File: src/design/smt_pkg.sv
// Shared types and constants for the SCCB master transaction unit.
// No dependencies; used by every module of the block.
`default_nettype none

package smt_pkg;

  typedef enum logic [1:0] {
    ACT_TICK  = 2'd0,
    ACT_WRITE = 2'd1,
    ACT_READ  = 2'd2
  } smt_action_e;

  typedef enum logic [1:0] {
    CFG_DEVICE_ADDRESS = 2'd0,
    CFG_WRITE_LIMIT    = 2'd1,
    CFG_READ_LIMIT     = 2'd2,
    CFG_HOLD_TICKS     = 2'd3
  } smt_cfg_e;

  typedef enum logic [3:0] {
    SQ_IDLE  = 4'd0,
    SQ_ST1   = 4'd1,
    SQ_ADDR1 = 4'd2,
    SQ_AK1   = 4'd3,
    SQ_REG   = 4'd4,
    SQ_AKR   = 4'd5,
    SQ_DATA  = 4'd6,
    SQ_AKD   = 4'd7,
    SQ_ST2   = 4'd8,
    SQ_ADDR2 = 4'd9,
    SQ_AK2   = 4'd10,
    SQ_RECV  = 4'd11,
    SQ_AKO   = 4'd12,
    SQ_PEND  = 4'd13,
    SQ_PMID  = 4'd14,
    SQ_PABT  = 4'd15
  } smt_state_e;

  localparam int unsigned CfgIndexWidth = 2;
  localparam int unsigned CfgDataWidth  = 10;
  localparam int unsigned HoldWidth     = 10;

  localparam logic [7:0]           DeviceAddressRst = 8'd66;
  localparam logic [7:0]           WriteLimitRst    = 8'd20;
  localparam logic [7:0]           ReadLimitRst     = 8'd30;
  localparam logic [HoldWidth-1:0] HoldTicksRst     = 10'd1;

  typedef struct packed {
    logic [7:0]           device_address;
    logic [7:0]           write_attempt_limit;
    logic [7:0]           read_attempt_limit;
    logic [HoldWidth-1:0] hold_ticks;
  } smt_cfg_t;

  typedef struct packed {
    logic [1:0] action;
    logic [7:0] register_address;
    logic [7:0] write_value;
    logic [7:0] read_count;
    logic       sda_sample;
  } smt_item_t;

  typedef struct packed {
    logic       scl_level;
    logic       sda_level;
    logic       sda_is_output;
    logic [7:0] read_byte;
    logic       read_valid;
    logic       read_last;
    logic       busy_res;
    logic       done_res;
    logic       status;
  } smt_result_t;

endpackage

`default_nettype wire

File: src/design/smt_sequencer.sv
// Bus sequencer: advances the SCCB state machine by one tick per accepted transaction.
// Depends on smt_pkg for state, action, configuration and payload types.
`default_nettype none

module smt_sequencer (
  input  wire logic              clk_i,
  input  wire logic              rst_ni,
  input  wire logic              accept_i,
  input  wire smt_pkg::smt_item_t item_i,
  input  wire smt_pkg::smt_cfg_t  cfg_i,
  output smt_pkg::smt_result_t    result_o
);

  smt_pkg::smt_state_e state_q, state_d;
  logic [3:0]                   bit_q, bit_d;
  logic [7:0]                   shift_q, shift_d;
  logic [7:0]                   remain_q, remain_d;
  logic [7:0]                   attempt_q, attempt_d;
  logic [smt_pkg::HoldWidth-1:0] delay_q, delay_d;
  logic [7:0]                   reg_q, reg_d;
  logic [7:0]                   val_q, val_d;
  logic [7:0]                   cnt_q, cnt_d;
  logic                         is_read_q, is_read_d;
  logic                         scl_q, scl_d;
  logic                         sda_q, sda_d;

  logic       rd_valid, rd_last, done, fail_status;
  logic [7:0] rd_byte;

  always_comb begin
    logic                         act_enter, act_next, act_fail, act_begin, act_idle;
    logic                         idle_status;
    smt_pkg::smt_state_e          enter_st;
    logic [smt_pkg::HoldWidth-1:0] delay_inc;
    logic [7:0]                   attempt_inc, limit, remain_dec;
    logic                         sda;

    state_d   = state_q;
    bit_d     = bit_q;
    shift_d   = shift_q;
    remain_d  = remain_q;
    attempt_d = attempt_q;
    delay_d   = delay_q;
    reg_d     = reg_q;
    val_d     = val_q;
    cnt_d     = cnt_q;
    is_read_d = is_read_q;
    scl_d     = scl_q;
    sda_d     = sda_q;

    rd_valid    = 1'b0;
    rd_last     = 1'b0;
    rd_byte     = 8'd0;
    done        = 1'b0;
    fail_status = 1'b0;

    act_enter   = 1'b0;
    act_next    = 1'b0;
    act_fail    = 1'b0;
    act_begin   = 1'b0;
    act_idle    = 1'b0;
    idle_status = 1'b0;
    enter_st    = smt_pkg::SQ_IDLE;
    delay_inc   = delay_q + {{(smt_pkg::HoldWidth-1){1'b0}}, 1'b1};
    attempt_inc = attempt_q + 8'd1;
    limit       = is_read_q ? cfg_i.read_attempt_limit : cfg_i.write_attempt_limit;
    remain_dec  = remain_q - 8'd1;
    sda         = item_i.sda_sample;

    if (accept_i) begin
      if (state_q == smt_pkg::SQ_IDLE) begin
        if (item_i.action == smt_pkg::ACT_WRITE || item_i.action == smt_pkg::ACT_READ) begin
          reg_d     = item_i.register_address;
          val_d     = item_i.write_value;
          cnt_d     = item_i.read_count;
          is_read_d = (item_i.action == smt_pkg::ACT_READ);
          attempt_d = 8'd0;
          limit     = is_read_d ? cfg_i.read_attempt_limit : cfg_i.write_attempt_limit;
          act_begin = 1'b1;
        end
      end else begin
        delay_d = delay_inc;
        if (delay_inc >= cfg_i.hold_ticks) begin
          case (state_q)
            smt_pkg::SQ_ST1, smt_pkg::SQ_ST2: begin
              if (bit_q == 4'd0) begin
                if (!sda) act_fail = 1'b1;
                else      act_next = 1'b1;
              end else if (sda) begin
                act_fail = 1'b1;
              end else if (state_q == smt_pkg::SQ_ST1) begin
                shift_d   = cfg_i.device_address;
                act_enter = 1'b1;
                enter_st  = smt_pkg::SQ_ADDR1;
              end else begin
                shift_d   = cfg_i.device_address + 8'd1;
                act_enter = 1'b1;
                enter_st  = smt_pkg::SQ_ADDR2;
              end
            end
            smt_pkg::SQ_ADDR1, smt_pkg::SQ_REG, smt_pkg::SQ_DATA, smt_pkg::SQ_ADDR2: begin
              if (bit_q != 4'd15) begin
                act_next = 1'b1;
              end else begin
                act_enter = 1'b1;
                case (state_q)
                  smt_pkg::SQ_ADDR1: enter_st = smt_pkg::SQ_AK1;
                  smt_pkg::SQ_REG:   enter_st = smt_pkg::SQ_AKR;
                  smt_pkg::SQ_DATA:  enter_st = smt_pkg::SQ_AKD;
                  default:           enter_st = smt_pkg::SQ_AK2;
                endcase
              end
            end
            smt_pkg::SQ_AK1, smt_pkg::SQ_AKR, smt_pkg::SQ_AKD, smt_pkg::SQ_AK2: begin
              act_enter = 1'b1;
              if (bit_q == 4'd0) begin
                act_enter = 1'b0;
                act_next  = 1'b1;
              end else if (state_q == smt_pkg::SQ_AK1) begin
                if (sda) begin
                  enter_st = smt_pkg::SQ_PABT;
                end else begin
                  shift_d  = reg_q;
                  enter_st = smt_pkg::SQ_REG;
                end
              end else if (state_q == smt_pkg::SQ_AKR) begin
                if (is_read_q) begin
                  enter_st = smt_pkg::SQ_PMID;
                end else begin
                  shift_d  = val_q;
                  enter_st = smt_pkg::SQ_DATA;
                end
              end else if (state_q == smt_pkg::SQ_AKD) begin
                enter_st = smt_pkg::SQ_PEND;
              end else if (sda) begin
                enter_st = smt_pkg::SQ_PABT;
              end else begin
                shift_d  = 8'd0;
                enter_st = (remain_q == 8'd0) ? smt_pkg::SQ_PEND : smt_pkg::SQ_RECV;
              end
            end
            smt_pkg::SQ_RECV: begin
              if (!bit_q[0]) begin
                act_next = 1'b1;
              end else begin
                shift_d = {shift_q[6:0], sda};
                if (bit_q != 4'd15) begin
                  act_next = 1'b1;
                end else begin
                  rd_valid  = 1'b1;
                  rd_byte   = shift_d;
                  rd_last   = (remain_q == 8'd1);
                  act_enter = 1'b1;
                  enter_st  = smt_pkg::SQ_AKO;
                end
              end
            end
            smt_pkg::SQ_AKO: begin
              if (bit_q < 4'd3) begin
                act_next = 1'b1;
              end else begin
                remain_d  = remain_dec;
                shift_d   = 8'd0;
                act_enter = 1'b1;
                enter_st  = (remain_dec == 8'd0) ? smt_pkg::SQ_PEND : smt_pkg::SQ_RECV;
              end
            end
            smt_pkg::SQ_PEND, smt_pkg::SQ_PMID, smt_pkg::SQ_PABT: begin
              if (bit_q < 4'd2) begin
                act_next = 1'b1;
              end else if (state_q == smt_pkg::SQ_PEND) begin
                act_idle = 1'b1;
              end else if (state_q == smt_pkg::SQ_PMID) begin
                act_enter = 1'b1;
                enter_st  = smt_pkg::SQ_ST2;
              end else begin
                act_fail = 1'b1;
              end
            end
            default: begin
              act_idle = 1'b1;
            end
          endcase
        end
      end
    end

    if (act_fail) begin
      attempt_d = attempt_inc;
      if (attempt_inc == limit) begin
        act_idle    = 1'b1;
        idle_status = 1'b1;
      end else begin
        act_begin = 1'b1;
      end
    end

    if (act_begin) begin
      remain_d  = cnt_d;
      act_enter = 1'b1;
      enter_st  = smt_pkg::SQ_ST1;
    end

    if (act_idle) begin
      state_d     = smt_pkg::SQ_IDLE;
      bit_d       = 4'd0;
      delay_d     = '0;
      done        = 1'b1;
      fail_status = idle_status;
    end else if (act_enter || act_next) begin
      if (act_enter) begin
        state_d = enter_st;
        bit_d   = 4'd0;
      end else begin
        bit_d = bit_q + 4'd1;
      end
      delay_d = '0;
      case (state_d)
        smt_pkg::SQ_ST1, smt_pkg::SQ_ST2: begin
          scl_d = 1'b1;
          sda_d = (bit_d == 4'd0);
        end
        smt_pkg::SQ_ADDR1, smt_pkg::SQ_REG, smt_pkg::SQ_DATA, smt_pkg::SQ_ADDR2: begin
          scl_d = bit_d[0];
          sda_d = shift_d[~bit_d[3:1]];
        end
        smt_pkg::SQ_AK1, smt_pkg::SQ_AKR, smt_pkg::SQ_AKD, smt_pkg::SQ_AK2,
        smt_pkg::SQ_RECV: begin
          scl_d = bit_d[0];
        end
        smt_pkg::SQ_AKO: begin
          if (bit_d == 4'd0) begin
            scl_d = 1'b0;
          end else begin
            sda_d = (remain_d == 8'd1);
            scl_d = (bit_d == 4'd2);
          end
        end
        smt_pkg::SQ_PEND, smt_pkg::SQ_PMID, smt_pkg::SQ_PABT: begin
          scl_d = (bit_d != 4'd0);
          sda_d = (bit_d == 4'd2);
        end
        default: begin
          scl_d = scl_q;
        end
      endcase
    end
  end

  always_comb begin
    result_o.scl_level  = scl_d;
    result_o.sda_level  = sda_d;
    result_o.read_byte  = rd_byte;
    result_o.read_valid = rd_valid;
    result_o.read_last  = rd_last;
    result_o.busy_res   = (state_d != smt_pkg::SQ_IDLE);
    result_o.done_res   = done;
    result_o.status     = fail_status;
    case (state_d)
      smt_pkg::SQ_ST1, smt_pkg::SQ_ST2: begin
        result_o.sda_is_output = (bit_d != 4'd0);
      end
      smt_pkg::SQ_AK1, smt_pkg::SQ_AKR, smt_pkg::SQ_AKD, smt_pkg::SQ_AK2,
      smt_pkg::SQ_RECV: begin
        result_o.sda_is_output = 1'b0;
      end
      default: begin
        result_o.sda_is_output = 1'b1;
      end
    endcase
  end

  always_ff @(posedge clk_i or negedge rst_ni) begin
    if (!rst_ni) begin
      state_q   <= smt_pkg::SQ_IDLE;
      bit_q     <= 4'd0;
      shift_q   <= 8'd0;
      remain_q  <= 8'd0;
      attempt_q <= 8'd0;
      delay_q   <= '0;
      reg_q     <= 8'd0;
      val_q     <= 8'd0;
      cnt_q     <= 8'd0;
      is_read_q <= 1'b0;
      scl_q     <= 1'b1;
      sda_q     <= 1'b1;
    end else begin
      state_q   <= state_d;
      bit_q     <= bit_d;
      shift_q   <= shift_d;
      remain_q  <= remain_d;
      attempt_q <= attempt_d;
      delay_q   <= delay_d;
      reg_q     <= reg_d;
      val_q     <= val_d;
      cnt_q     <= cnt_d;
      is_read_q <= is_read_d;
      scl_q     <= scl_d;
      sda_q     <= sda_d;
    end
  end

endmodule

`default_nettype wire

File: src/design/smt_out_buffer.sv
// Two-entry result buffer: output register plus skid register.
// Depends on smt_pkg for the result payload type.
`default_nettype none

module smt_out_buffer (
  input  wire logic                clk_i,
  input  wire logic                rst_ni,
  input  wire logic                push_i,
  input  wire smt_pkg::smt_result_t data_i,
  output logic                     full_o,
  output logic                     out_valid_o,
  input  wire logic                out_stall_i,
  output smt_pkg::smt_result_t      out_data_o
);

  smt_pkg::smt_result_t main_q, main_d, skid_q, skid_d;
  logic                 main_valid_q, main_valid_d, skid_valid_q, skid_valid_d;
  logic                 pop;

  assign pop         = main_valid_q && !out_stall_i;
  assign full_o      = skid_valid_q;
  assign out_valid_o = main_valid_q;
  assign out_data_o  = main_q;

  always_comb begin
    main_d       = main_q;
    skid_d       = skid_q;
    main_valid_d = main_valid_q;
    skid_valid_d = skid_valid_q;
    if (pop || !main_valid_q) begin
      if (skid_valid_q) begin
        main_d       = skid_q;
        main_valid_d = 1'b1;
        skid_valid_d = 1'b0;
      end else begin
        main_d       = data_i;
        main_valid_d = push_i;
      end
    end else if (push_i) begin
      skid_d       = data_i;
      skid_valid_d = 1'b1;
    end
  end

  always_ff @(posedge clk_i or negedge rst_ni) begin
    if (!rst_ni) begin
      main_valid_q <= 1'b0;
      skid_valid_q <= 1'b0;
    end else begin
      main_valid_q <= main_valid_d;
      skid_valid_q <= skid_valid_d;
    end
  end

  always_ff @(posedge clk_i) begin
    main_q <= main_d;
    skid_q <= skid_d;
  end

endmodule

`default_nettype wire

File: src/design/sccb_master_transaction_unit.sv
// SCCB master transaction unit: one input transaction is one bus tick.
// Each result is registered in the output register, or the skid register if it stalls.
// Throughput: one transaction per cycle while in_stall_o is low; the sequencer state
// updates in one pass; the two-entry buffer keeps taking input while one result waits.
// Reset: sequencer idle, SCL and SDA high, configuration at its default values.
// Depends on smt_pkg, smt_sequencer and smt_out_buffer.
`default_nettype none

module sccb_master_transaction_unit (
  input  wire logic                                 clk_i,
  input  wire logic                                 rst_ni,
  input  wire logic                                 in_valid_i,
  output logic                                      in_stall_o,
  input  wire smt_pkg::smt_item_t                   in_data_i,
  output logic                                      out_valid_o,
  input  wire logic                                 out_stall_i,
  output smt_pkg::smt_result_t                      out_data_o,
  input  wire logic                                 cfg_we_i,
  input  wire logic [smt_pkg::CfgIndexWidth-1:0]    cfg_index_i,
  input  wire logic [smt_pkg::CfgDataWidth-1:0]     cfg_data_i
);

  smt_pkg::smt_cfg_t    cfg_q;
  smt_pkg::smt_result_t result;
  logic                 accept;
  logic                 full;

  assign in_stall_o = full;
  assign accept     = in_valid_i && !full;

  always_ff @(posedge clk_i or negedge rst_ni) begin
    if (!rst_ni) begin
      cfg_q.device_address      <= smt_pkg::DeviceAddressRst;
      cfg_q.write_attempt_limit <= smt_pkg::WriteLimitRst;
      cfg_q.read_attempt_limit  <= smt_pkg::ReadLimitRst;
      cfg_q.hold_ticks          <= smt_pkg::HoldTicksRst;
    end else if (cfg_we_i) begin
      case (cfg_index_i)
        smt_pkg::CFG_DEVICE_ADDRESS: cfg_q.device_address      <= cfg_data_i[7:0];
        smt_pkg::CFG_WRITE_LIMIT:    cfg_q.write_attempt_limit <= cfg_data_i[7:0];
        smt_pkg::CFG_READ_LIMIT:     cfg_q.read_attempt_limit  <= cfg_data_i[7:0];
        smt_pkg::CFG_HOLD_TICKS:     cfg_q.hold_ticks          <= cfg_data_i;
        default: begin
          cfg_q <= cfg_q;
        end
      endcase
    end
  end

  smt_sequencer u_sequencer (
    .clk_i    (clk_i),
    .rst_ni   (rst_ni),
    .accept_i (accept),
    .item_i   (in_data_i),
    .cfg_i    (cfg_q),
    .result_o (result)
  );

  smt_out_buffer u_out_buffer (
    .clk_i       (clk_i),
    .rst_ni      (rst_ni),
    .push_i      (accept),
    .data_i      (result),
    .full_o      (full),
    .out_valid_o (out_valid_o),
    .out_stall_i (out_stall_i),
    .out_data_o  (out_data_o)
  );

endmodule

`default_nettype wire
File: config.mk
export PLATFORM = sky130hd
export DESIGN_NAME = sccb_master_transaction_unit
export DESIGN_NICKNAME = d
export VERILOG_FILES = /design/src/design/smt_pkg.sv /design/src/design/smt_sequencer.sv /design/src/design/smt_out_buffer.sv /design/src/design/sccb_master_transaction_unit.sv
export SDC_FILE = /design/constraint.sdc
export NUM_CORES = 1
export LEC_CHECK = 0
export ABC_CLOCK_PERIOD_IN_PS = 4900
export BUFFER_PORTS_ARGS = -buffer_cell sky130_fd_sc_hd__buf_2
export CAP_MARGIN = 20
export CORE_ASPECT_RATIO = 0.5
export CORE_UTILIZATION = 45
export CTS_CLUSTER_DIAMETER = 150
export DETAILED_ROUTE_END_ITERATION = 16
export PLACE_DENSITY = 0.63
export SLEW_MARGIN = 0
export SYNTH_ARGS = -nofsm -noshare
export SYNTH_HDL_FRONTEND = slang
export SYNTH_SLANG_ARGS = --single-unit
File: constraint.sdc
create_clock -name clk_i -period 4.9 [get_ports clk_i]
set_clock_uncertainty 0.2 [all_clocks]
set_input_delay 0.245 -clock clk_i [delete_from_list [all_inputs] [get_ports clk_i]]
set_output_delay 0.245 -clock clk_i [all_outputs]
set_load 0.02 [all_outputs]
Word level (Yosys, flattened, before mapping)
Cells that the tools add are included.

Add/subtract/negate cells: 5. Magnitude comparators: 4. Equality and inequality tests: 48. Mux-type cells: 154. Bitwise gates (word level): 2. Reductions and logical operators: 41.

Operator list (count): two-way mux 8 bit (39); two-way mux 4 bit (31); == test 4 bit (second input constant) (19); two-way mux 1 bit (66); == test 4 x 3 -> 1 bit (second input constant) (10); two-way mux 10 bit (4); case mux 8 bit (4 select lines) (1); == test 4 x 2 -> 1 bit (second input constant) (6); case mux 4 bit (6 select lines) (1); adder 8 x 1 -> 8 bit (second input constant) (2); == test 8 x 1 -> 1 bit (second input constant) (2); logical NOT 8 bit (2); two-way mux 16 bit (1); == test 4 x 1 -> 1 bit (second input constant) (3); logical NOT 4 bit (3); case mux 1 bit (6 select lines) (2); case mux 4 bit (3 select lines) (1); AND reduction 2 bit (6); nonzero test 4 bit (3); OR reduction 12 bit (1); OR reduction 4 bit (3); adder 10 x 1 -> 10 bit (second input constant) (1); greater-or-equal comparator 10 bit (1); OR reduction 9 bit (1); 25 further kinds (45).

Register bits after elaboration: 137. Input port bits: 44. Output and inout port bits: 18. Word-level logic and storage cells: 290.

Longest topological paths before layout
Gate-level depths: netlist (run 1).

Word-level depth: 21. Mapped depth: 17.

Hierarchy
Synthesis (run 1) repeated with hierarchy kept, for this count alone.

Cells, all modules: 848. Area total of the unflattened synthesis: 8546.9 um2.

Modules (own cells, without submodules): smt_sequencer (instances 1, cells an instance 719, area each 5962.0 um2, seq. area each 1729.2 um2); sccb_master_transaction_unit (instances 1, cells an instance 73, area each 1302.5 um2, seq. area each 862.1 um2); smt_out_buffer (instances 1, cells an instance 56, area each 1282.5 um2, seq. area each 1011.0 um2).

Worst setup path after synthesis (run 1)
Ideal clock, no wire load.

Kind: register to register. From: register u_sequencer.delay_q[0] (netlist bit). To: register u_out_buffer.skid_q[14] (netlist bit) (data pin). Data arrival time: 3.758 ns. Setup slack: 0.683 ns. Cell stages (with the launch flop): 18. Cells stage by stage: dfrtp_1 ha_1 nand3_1 nor2_1 nand3_1 xnor2_1 ha_1 nand4_1 a211o_1 o31a_1 a21oi_1 nand2b_1 buf_2 o21ai_0 a21oi_1 a2111oi_1 o211ai_2 o21a_1.

RTL lines: from (decl) (RTL line smt_sequencer.sv:19) `logic [smt_pkg::HoldWidth-1:0] delay_q, delay_d;`; from (signal assigned) (RTL line smt_sequencer.sv:293) `delay_q <= delay_d;`; to (signal assigned) (RTL line smt_out_buffer.sv:57) `skid_q <= skid_d;`; to (decl) (RTL line smt_out_buffer.sv:16) `smt_pkg::smt_result_t main_q, main_d, skid_q, skid_d;`.

==> flow_summary.json, run 1 <==
{
  "status": "complete, no violations",
  "final_cell_mix": "121 x nand2_1, 94 x dfrtp_1, 61 x buf_2, 58 x nor2_1, 54 x o21ai_0",
  "tritoncts": "built",
  "nNetsFinal": 1068,
  "leakage_uw": 0.00438,
  "vias": 7341,
  "clock_power_share": 0.265,
  "synth_nets": 978,
  "final-hold-violation-count": 0,
  "core_area_um2": 18600,
  "portBuffers": 61,
  "grt_max_degree": 61,
  "route.detailed.drc": 0,
  "synth_area_um2": 8600,
  "setup.worst_path.class": "reg2reg",
  "setup_violations": 0,
  "finalCritPeriodShare": 0.933,
  "worst_ep_arrival_time_ns": 4.53,
  "wl_per_cell_um": 18.7,
  "slew_headroom": 0.367,
  "grt_pass1_vias": 7007,
  "hold_path_class": "in2reg",
  "die-area_um2": 19700,
  "first_iter_violations": 752,
  "vias_per_cell": 5.76,
  "fp.dieH_um": 99.8,
  "layout_commonest_cell": "nand2_1",
  "grt.total_usage": 0.254,
  "drtAntennaViolNets": 0,
  "synth.avg_cell_area_um2": 9.43,
  "die_x_um": 198,
  "diodes": 0,
  "p_switching_uw": 2000,
  "total_power_uw": 5140,
  "ys_seq_area_frac": 0.419,
  "drt_wl_total_mm": 23.8,
  "crit_fanout": 6,
  "p_seq_frac": 0.357,
  "drv_slew": 0,
  "htree_levels": 4,
  "overflow": 0,
  "dp_cells": 1205,
  "synth-async-reset-ratio": 0.766,
  "timing_worst_slew_pin_value_ns": 0.949,
  "dpl.hpwl_mm": 17.1,
  "fin_tns_setup_ns": 0,
  "gp_congestion": 0.986,
  "area.growth.synth_to_final_pct": 18.1,
  "finalCriticalPeriod_ns": 4.57,
  "core.rowCount": 35,
  "cts.root.buffer_cell": "clkbuf_16",
  "cts_buffers": 17,
  "crit_path_start_kind": "flip-flop",
  "yosysUniqueCellTypes": 89,
  "clockBufferDepth": 2,
  "intPower_uw": 3140,
  "io_pins": 62,
  "power_density_nw_per_um2": 506,
  "max_cap_viol_count": 0,
  "synthCells": 912,
  "worst_path_max_delay_cell": "a2111oi_1",
  "finalNonFillerCells": 1274,
  "synth_ff_type": "dfrtp_1",
  "initial_core_util": 0.463,
  "clk_pin_slew_ns": 0.06,
  "vdd_drop_max_mv": 0.295,
  "drive_gt1_frac": 0.199,
  "cp_cell_sequence": "ha_1, nand3_1, nor2_1, nand3_1, xnor2_1, ha_1, nand4_1, a211o_1, o31a_1, a21oi_1, nand2b_1, o21ai_0, a21oi_1, a2111oi_1, o211ai_2, o21a_1",
  "worstSkewPairLatency_ns": 0.42,
  "cts.sinks": 137,
  "endpoint_kind": "flip-flop",
  "swShare": 0.389,
  "first_pass_iters": 5,
  "grt_pass1_wl_mm": 38.6,
  "ys_ff_latch": 137,
  "rsz0062_at_grt": "false",
  "grt_antenna_before_repair": 0,
  "timing.fmax_mhz": 219,
  "p_comb_frac": 0.378,
  "synth_edf_count": 32,
  "yosysWarnings": 0,
  "required_ns": 4.86,
  "slowest_delay_ns": 0.49
}
==> path summary, 6_finish.rpt <==
path                                   startpoint  slack [ns]                 endpoint  cells past startpoint
setup / recovery           u_sequencer.delay_q[0]        0.33  u_out_buffer.skid_q[14]                     16
hold / removal                     cfg_index_i[0]        0.08                cfg_q[30]                      3
setup reg to reg           u_sequencer.delay_q[0]        0.33  u_out_buffer.skid_q[14]                     16
hold reg to reg              u_sequencer.cnt_q[2]        0.27     u_sequencer.cnt_q[2]                      2
max in group asynchronous                  rst_ni        3.10                cfg_q[21]                      3
min in group asynchronous                  rst_ni        0.20     u_sequencer.cnt_q[5]                      2
==> Yosys cell counts (5+ instances only) <==
cell	instances	area [µm²]
nand2_1	121	454
dfrtp_1	94	2350
nor2_1	59	221
o21ai_0	54	270
mux2_2	43	484
nand3_1	40	200
a21oi_1	33	165
edfxtp_1	32	961
inv_1	28	105
nor3_1	26	130
clkbuf_1	25	93.8
xor2_1	23	201
ha_1	22	275
xnor2_1	19	166
a21o_1	17	128
mux2i_1	16	160
nand2b_1	16	100
buf_2	13	65.1
or2_2	12	75.1
dfstp_2	11	289
a211oi_1	10	75.1
a31oi_1	10	62.6
and3_1	8	50.1
nand4_1	8	50.1
and2_1	7	43.8
nor3b_1	7	52.6
buf_1	6	22.5
nand3b_1	6	45.0
nor2b_1	6	37.5
o211ai_1	6	45.0
o22ai_1	6	37.5
o2bb2ai_1	6	52.6
o31ai_1	6	45.0
or3_1	6	37.5
a22oi_1	5	37.5
o21a_1	5	37.5
o31a_1	5	43.8
o41ai_1	5	43.8
==> per-layer routing <==
layer,up-vias,share of wire,GRT usage
met3,17,0.068,0.0661
met2,226,0.42,0.373
met4,0,0.0072,0.0489
met5,-,0,0
met1,3581,0.50,0.375
li1,3517,-,-
==> power groups by stage <==
stage	Clock (µW)	Sequential (µW)	Combinational, µW
after detailed placement	0	1850	1870
after global placement	0	1840	1850
after floorplan	0	1710	1430
after CTS	1380	1830	1900
final	1360	1840	1940
after global routing	1440	1880	2130
==> cell families (layout without fill, tap and decap cells) <==
logic type                 Yosys count  count (layout)  synth area share
DFF                                137             137             0.419
muxes                               59              59            0.0749
AOI/OAI and AO/OA                  219             219             0.179
adders and majority gates           22              22            0.0320
xor gates and xnor gates            42              42            0.0428
buffers and inverters               75             178            0.0372
and+or+nand+nor                    358             358             0.215
==> through the flow <==
stage	worst slack [ns]	hold slack (ns)	util	area (µm²)
floorplan	0.683	-0.251	-	8600
global placement	0.484	0.102	0.494	9170
detailed placement	0.364	0.110	0.494	9170
CTS	0.343	0.185	0.547	10200
global route	0.0131	0.0665	0.547	10200
finish	0.329	0.0754	0.547	10200
==> timing repair <==
action / in CTS / in global routing
endpoints found under the setup margin: 0 / 3
resized for setup: 0 / 1
buffers inserted: 0 / 0
hold buffers: 36 / 0
hold endpoints to repair: 107 / 0
==> state kept, by name, indices dropped and copies added (netlist names) <==
register and cells:
u_sequencer.bit_q 4, u_sequencer.val_q 8, cfg_q 34, u_out_buffer.out_data_o 16, u_out_buffer.full_o 1, u_sequencer.delay_q 10, u_sequencer.shift_q 8, u_sequencer.cnt_q 8
u_out_buffer.skid_q 16, u_sequencer.sda_q 1, u_out_buffer.out_valid_o 1, u_sequencer.reg_q 8, u_sequencer.remain_q 8, u_sequencer.scl_q 1, u_sequencer.is_read_q 1, u_sequencer.state_q 4
u_sequencer.attempt_q 8
==> worst max-delay path: cells and delay by family, from the launching register on <==
| family | cells | cell delay [ns] |
|---|---|---|
| and+or+nand+nor | 5 | 0.83 |
| DFF | 1 | 0.42 |
| adders and majority gates | 2 | 0.56 |
| xor gates and xnor gates | 1 | 0.15 |
| AOI/OAI and AO/OA | 8 | 2.13 |
==> layout make-up <==
cell class              count  area, µm²
multi-input cells         700       4680
clock inverters            10        139
well taps                 259        324
clock buffers              22        484
flip-flops and latches    137       3600
inverters                  28        105
repair buffers            118        823
fillers                  1685       8410
(Power assumes the default switching activity.)
==> run 2, diff against run 1 <==
- ABC_AREA: unset -> 1
- GPL_TIMING_DRIVEN: unset -> 0
==> flow_summary.json, run 2 <==
{
  "status": "complete, no violations",
  "area.growth.synth_to_final_pct": 19.0,
  "first_pass_iters": 5,
  "regArea_um2": 3600,
  "worst_ep_arrival_time_ns": 4.44,
  "largest_register_ff_count": 34,
  "drt_wl_total_mm": 21.8,
  "yosysMostFrequentCell": "nand2_1",
  "grt_pass1_vias": 7366,
  "vias_per_cell": 5.17,
  "initial_core_util": 0.460,
  "synth_edf_count": 32,
  "gp_congestion": 0.932,
  "clk_pin_slew_ns": 0.07,
  "cts_buffers": 17,
  "dpl.hpwl_mm": 16.6,
  "dp_cells": 1401,
  "clockBufferDepth": 2,
  "slew_headroom": 0.524,
  "first_iter_violations": 566,
  "holdCritStartpoint": "cfg_we_i",
  "nFillCells": 1746,
  "ys_top_cells_by_count": "295 x nand2_1, 144 x inv_1, 99 x nand3_1",
  "overflow": 0,
  "grt_antenna_before_repair": 0,
  "final-hold-violation-count": 0,
  "die_x_um": 196,
  "ys_seq_area_frac": 0.425,
  "finalNonFillerCells": 1469,
  "synth.avg_cell_area_um2": 7.71,
  "max_cap_viol_count": 0,
  "timing_worst_slew_pin_value_ns": 0.712,
  "required_ns": 4.88,
  "die-area_um2": 19400,
  "path_common_cell": "nand2_1",
  "total_power_uw": 4470,
  "yosysUniqueCellTypes": 56,
  "core.rowCount": 35,
  "endpoint_kind": "flip-flop",
  "multi_input_area_um2": 4120,
  "crit_fanout": 10,
  "synth_area_um2": 8470,
  "wl_per_cell_um": 14.8,
  "cts.root.buffer_cell": "clkbuf_16",
  "synth-async-reset-ratio": 0.766,
  "fp.dieH_um": 99.0,
  "vdd_drop_max_mv": 0.257,
  "slowest_delay_ns": 0.44,
  "finalCritPeriodShare": 0.909,
  "io_pins": 62,
  "drv_slew": 0,
  "nNetsFinal": 1282,
  "worst_path_max_delay_cell": "dfrtp_1",
  "cts.sinks": 137,
  "drtAntennaViolNets": 0,
  "diodes": 0,
  "setup_violations": 0,
  "startpoint": "u_sequencer.delay_q[0]",
  "crit_path_start_kind": "flip-flop",
  "hold_path_class": "in2reg",
  "timing.fmax_mhz": 224,
  "layout_commonest_cell": "nand2_1",
  "ctsResizeCount": 0,
  "drive_gt1_frac": 0.164,
  "grt.total_usage": 0.242,
  "fin_tns_setup_ns": 0,
  "rr_startpoint": "u_sequencer.delay_q[0]",
  "ys_top_cells_by_area": "dfrtp_1 28%, nand2_1 13%, edfxtp_1 11%",
  "worstSkewPairLatency_ns": 0.43,
  "synth_top_cell_by_area": "dfrtp_1",
  "synth_ff_type": "dfrtp_1",
  "synthCells": 1098,
  "portBuffers": 61,
  "finalCriticalPeriod_ns": 4.45,
  "regMostFlops": "cfg_q",
  "synth_nets": 1164,
  "route.detailed.drc": 0,
  "rsz0062_at_grt": "false",
  "ys_ff_latch": 137,
  "grt_pass1_wl_mm": 37.1,
  "final_cell_mix": "295 x nand2_1, 144 x inv_1, 99 x nand3_1, 94 x nor2_1, 94 x dfrtp_1",
  "cp_cell_sequence": "ha_1, nand2_1, nor2_1, nand3_1, xor2_1, inv_1, ha_1, nand2_1, nor2_1, nand3_1, nand3_1, nand2_2, inv_2, nand2_2, or2_4, nand2_4, inv_2, nand2_1, nand2_1, o22ai_1, nand2_1, and2_1",
  "power_density_nw_per_um2": 444,
  "vias": 7596,
  "setup.worst_path.class": "reg2reg",
  "tritoncts": "built",
  "core_area_um2": 18400,
  "leakage_uw": 0.00509,
  "yosysWarnings": 0,
  "grt_max_degree": 70,
  "synth_top_area_frac": 0.278,
  "htree_levels": 4
}
run 2: changes by cell type in the layout (fill, tap and decap cells not counted), sizes merged, moves of 18 or more:
cell / delta
a21o: -18
inv: +144
mux2: -19
nand2: +191
nand3: +62
nor2: +45
nor3: -24
o21ai: +49
run 2: worst paths after layout:
check                                          end  slack [ns]  cells past startpoint
setup / recovery           u_out_buffer.skid_q[13]        0.45                     22
hold / removal                           cfg_q[13]        0.08                      4
setup reg to reg           u_out_buffer.skid_q[13]        0.45                     22
hold reg to reg                          cfg_q[13]        0.29                      2
max in group asynchronous                cfg_q[12]        3.59                      3
min in group asynchronous     u_sequencer.bit_q[3]        0.15                      2
run 2: metrics by stage:
step                      area [µm²]   util  setup slack, ns  hold WS (ns)
after floorplan                 8470      -             1.44        -0.251
after global placement          9070  0.493            0.569         0.271
after detailed placement        9110  0.496            0.509        0.0505
after CTS                      10100  0.548            0.466        0.0550
after global routing           10100  0.548           0.0653        0.0990
final                          10100  0.548            0.445        0.0759
run 2: kinds of logic after synthesis:
group                      synth area share
AOI/OAI and AO/OA                     0.108
xor gates and xnor gates             0.0176
DFF                                   0.425
adders and majority gates            0.0325
and+or+nand+nor                       0.297
buffers and inverters                0.0879
muxes                                0.0319
run 2: cell type report:
class	instances	area share
flip-flops and latches	137	0.357
plain buffers	23	0.0119
multi-input cells	773	0.409
clock inverters	15	0.0176
inverters	165	0.0620
clock buffers	17	0.0422
repair buffers	99	0.0702
well taps	240	0.0298
run 2: repair_timing:
item / in CTS / in global routing
hold endpoints to repair: 100 / 0
buffers inserted: 0 / 0
hold buffers: 36 / 0
run 2: power by group:
part / total (µW) / switching [µW] / internal, µW
registers: 1570 / 187 / 1380
clock network: 1310 / 575 / 731
logic: 1600 / 1050 / 550
total: 4470 / 1810 / 2660
run 2: layer usage:
metal / GRT usage / vias to the layer above / share of wire
li1: - / 3815 / -
met1: 0.342 / 3572 / 0.49
met2: 0.383 / 192 / 0.44
met3: 0.0493 / 17 / 0.055
met4: 0.0559 / 0 / 0.0088
met5: 0 / - / 0
run 2: critical path, delay by kind of cell, from the launching register on:
family	cells	cell delay, ns
compound gates	1	0.24
fa+ha+maj	2	0.48
buf+inv	3	0.40
xor+xnor	1	0.19
simple gates	15	2.25
flops	1	0.44
==> run 3, diff against run 2 <==
- CORE_UTILIZATION: 45 -> 49
- PLACE_DENSITY: 0.63 -> 0.68
==> flow_summary.json, run 3 (synthesized netlist as in run 2, its figures left out) <==
{
  "layout_setup_ws_ns": 0.462,
  "worst_path_max_delay_cell": "dfrtp_1",
  "wl_met1_mm": 10.7,
  "die_x_um": 188,
  "worstSkewPairLatency_ns": 0.43,
  "crit_fanout": 10,
  "startpoint": "u_sequencer.delay_q[0]",
  "cts_buffers": 17,
  "wl_met2_mm": 9.78,
  "grt_pass1_wl_mm": 36.2,
  "vias": 7611,
  "drv_slew": 0,
  "hold_path_class": "in2reg",
  "r2r-end": "u_out_buffer.skid_q[13]",
  "rr_startpoint": "u_sequencer.delay_q[0]",
  "status": "complete, no violations",
  "gp_congestion": 0.953,
  "fin_tns_setup_ns": 0,
  "portBuffers": 61,
  "rsz0062_at_grt": "false",
  "route.detailed.drc": 0,
  "clockBufferDepth": 2,
  "drt_wl_total_mm": 22.0,
  "first_pass_iters": 5,
  "first_iter_violations": 608,
  "setup_violations": 0,
  "timing_worst_slew_pin_value_ns": 0.712,
  "ctsResizeCount": 0,
  "cts.root.buffer_cell": "clkbuf_16",
  "grt.total_usage": 0.262,
  "grt_pass1_vias": 7330,
  "core_area_um2": 16600,
  "vdd_drop_max_mv": 0.252,
  "power_density_nw_per_um2": 448,
  "area.growth.synth_to_final_pct": 19.0,
  "tritoncts": "built",
  "cp_top_family": "simple AND/OR/NAND/NOR gates",
  "slew_headroom": 0.519,
  "diodes": 0,
  "crit_path_start_kind": "flip-flop",
  "max_cap_viol_count": 0,
  "drtAntennaViolNets": 0,
  "endpoint": "u_out_buffer.skid_q[13]",
  "dpl.hpwl_mm": 16.2,
  "nFillCells": 1476,
  "wl_met3_mm": 1.23,
  "final_cell_mix": "295 x nand2_1, 144 x inv_1, 99 x nand3_1, 94 x nor2_1, 94 x dfrtp_1",
  "vias_per_cell": 5.23,
  "rrSetupSlack_ns": 0.46,
  "layout_commonest_cell": "nand2_1",
  "leakage_uw": 0.00510,
  "finalNonFillerCells": 1456,
  "regMostFlops": "cfg_q",
  "core.rowCount": 33,
  "clk_pin_slew_ns": 0.07,
  "dp_cells": 1388,
  "wl_per_cell_um": 15.1,
  "timing.fmax_mhz": 225,
  "grt_max_degree": 72,
  "dp_slack_ns": 0.510,
  "required_ns": 4.89,
  "drive_gt1_frac": 0.164,
  "cp_cell_sequence": "nand3_1, nor2_1, nand4_1, xor2_1, inv_1, ha_1, a21oi_1, o21a_1, nand3_1, nand2_2, inv_2, nand2_2, or2_4, nand2_4, inv_2, nand2_1, inv_1, o21ai_0, a22o_1, and2_1",
  "fp.dieH_um": 95.0,
  "nNetsFinal": 1282,
  "ff2ff_path_depth": 20,
  "endpoint_kind": "flip-flop",
  "setup.worst_path.class": "reg2reg",
  "largest_register_ff_count": 34,
  "cp.depth": 20,
  "finalCriticalPeriod_ns": 4.44,
  "cts.sinks": 137,
  "slowest_delay_ns": 0.42,
  "highest_layer": "met4",
  "worst_ep_arrival_time_ns": 4.43,
  "finalCritPeriodShare": 0.906,
  "die-area_um2": 17800,
  "grt_antenna_before_repair": 0,
  "final-hold-violation-count": 0,
  "post-route-util": 0.606,
  "cts_setup_buffers": 0,
  "initial_core_util": 0.509,
  "worst-path-buf-inv": 4,
  "io_pins": 62,
  "overflow": 0,
  "htree_levels": 4
}
==> run 3: cell count changes in the layout (fill, tap and decap cells not counted), sizes merged <==
cell      previous run  this run
inv                174       171
clkinv               5         4
bufinv               1         2
clkinvlp             0         1
clkbuf              30        32
==> run 3: tightest hold or removal path, delay by kind of cell <==
kind                   cells  cell delay [ns]
AO/OA/AOI/OAI              1             0.07
buffers and inverters      1             0.11
AND/OR/NAND/NOR            2             0.26
==> run 3: per-layer routing <==
metal / track usage / up-vias
met1: 0.358 / 3549
met2: 0.421 / 221
met5: 0 / -
met3: 0.0569 / 30
li1: - / 3811
met4: 0.0766 / 0
==> run 3: area by class of cell <==
cell class / count / area [µm²] / area share
Timing Repair Buffer: 99 / 707 / 0.0702
Inverter: 165 / 624 / 0.0620
Clock buffer: 19 / 464 / 0.0461
Buffer: 23 / 120 / 0.0119
Tap cell: 227 / 284 / 0.0282
Clock inverter: 13 / 155 / 0.0154
Multi-Input combinational cell: 773 / 4120 / 0.409
Sequential cell: 137 / 3600 / 0.357
==> run 3: report_power, final <==
part	leakage (µW)	switching [µW]	internal, µW
logic	0.00322	1040	549
clock network	0.000303	541	807
registers	0.00157	195	1380
total	0.00510	1770	2740
==> run 3: worst min path at each step <==
stage / from / to / slack, ns / depth (start not counted)
after global placement: cfg_q[5] / cfg_q[5] / 0.27 / 2
after detailed placement: rst_ni / u_sequencer.delay_q[8] / 0.03 / 1
after global routing: cfg_we_i / cfg_q[14] / 0.11 / 4
final: cfg_we_i / cfg_q[11] / 0.07 / 4
after floorplan: rst_ni / cfg_q[10] / -0.25 / 0
after CTS: cfg_we_i / cfg_q[12] / 0.06 / 4
==> run 3: through the flow <==
step	hold WS (ns)	total power (µW)	area, µm²
6_report	0.0698	4510	10100
3_5_place_dp	0.0329	3130	9100
3_3_place_gp	0.270	3080	9060
2_1_floorplan	-0.251	2730	8470
4_1_cts	0.0590	4510	10100
5_1_grt	0.107	4820	10100
==> run 3: repair_timing <==
item	CTS	global route
hold buffers	36	0
setup endpoints to repair	0	0
hold endpoints to repair	94	0
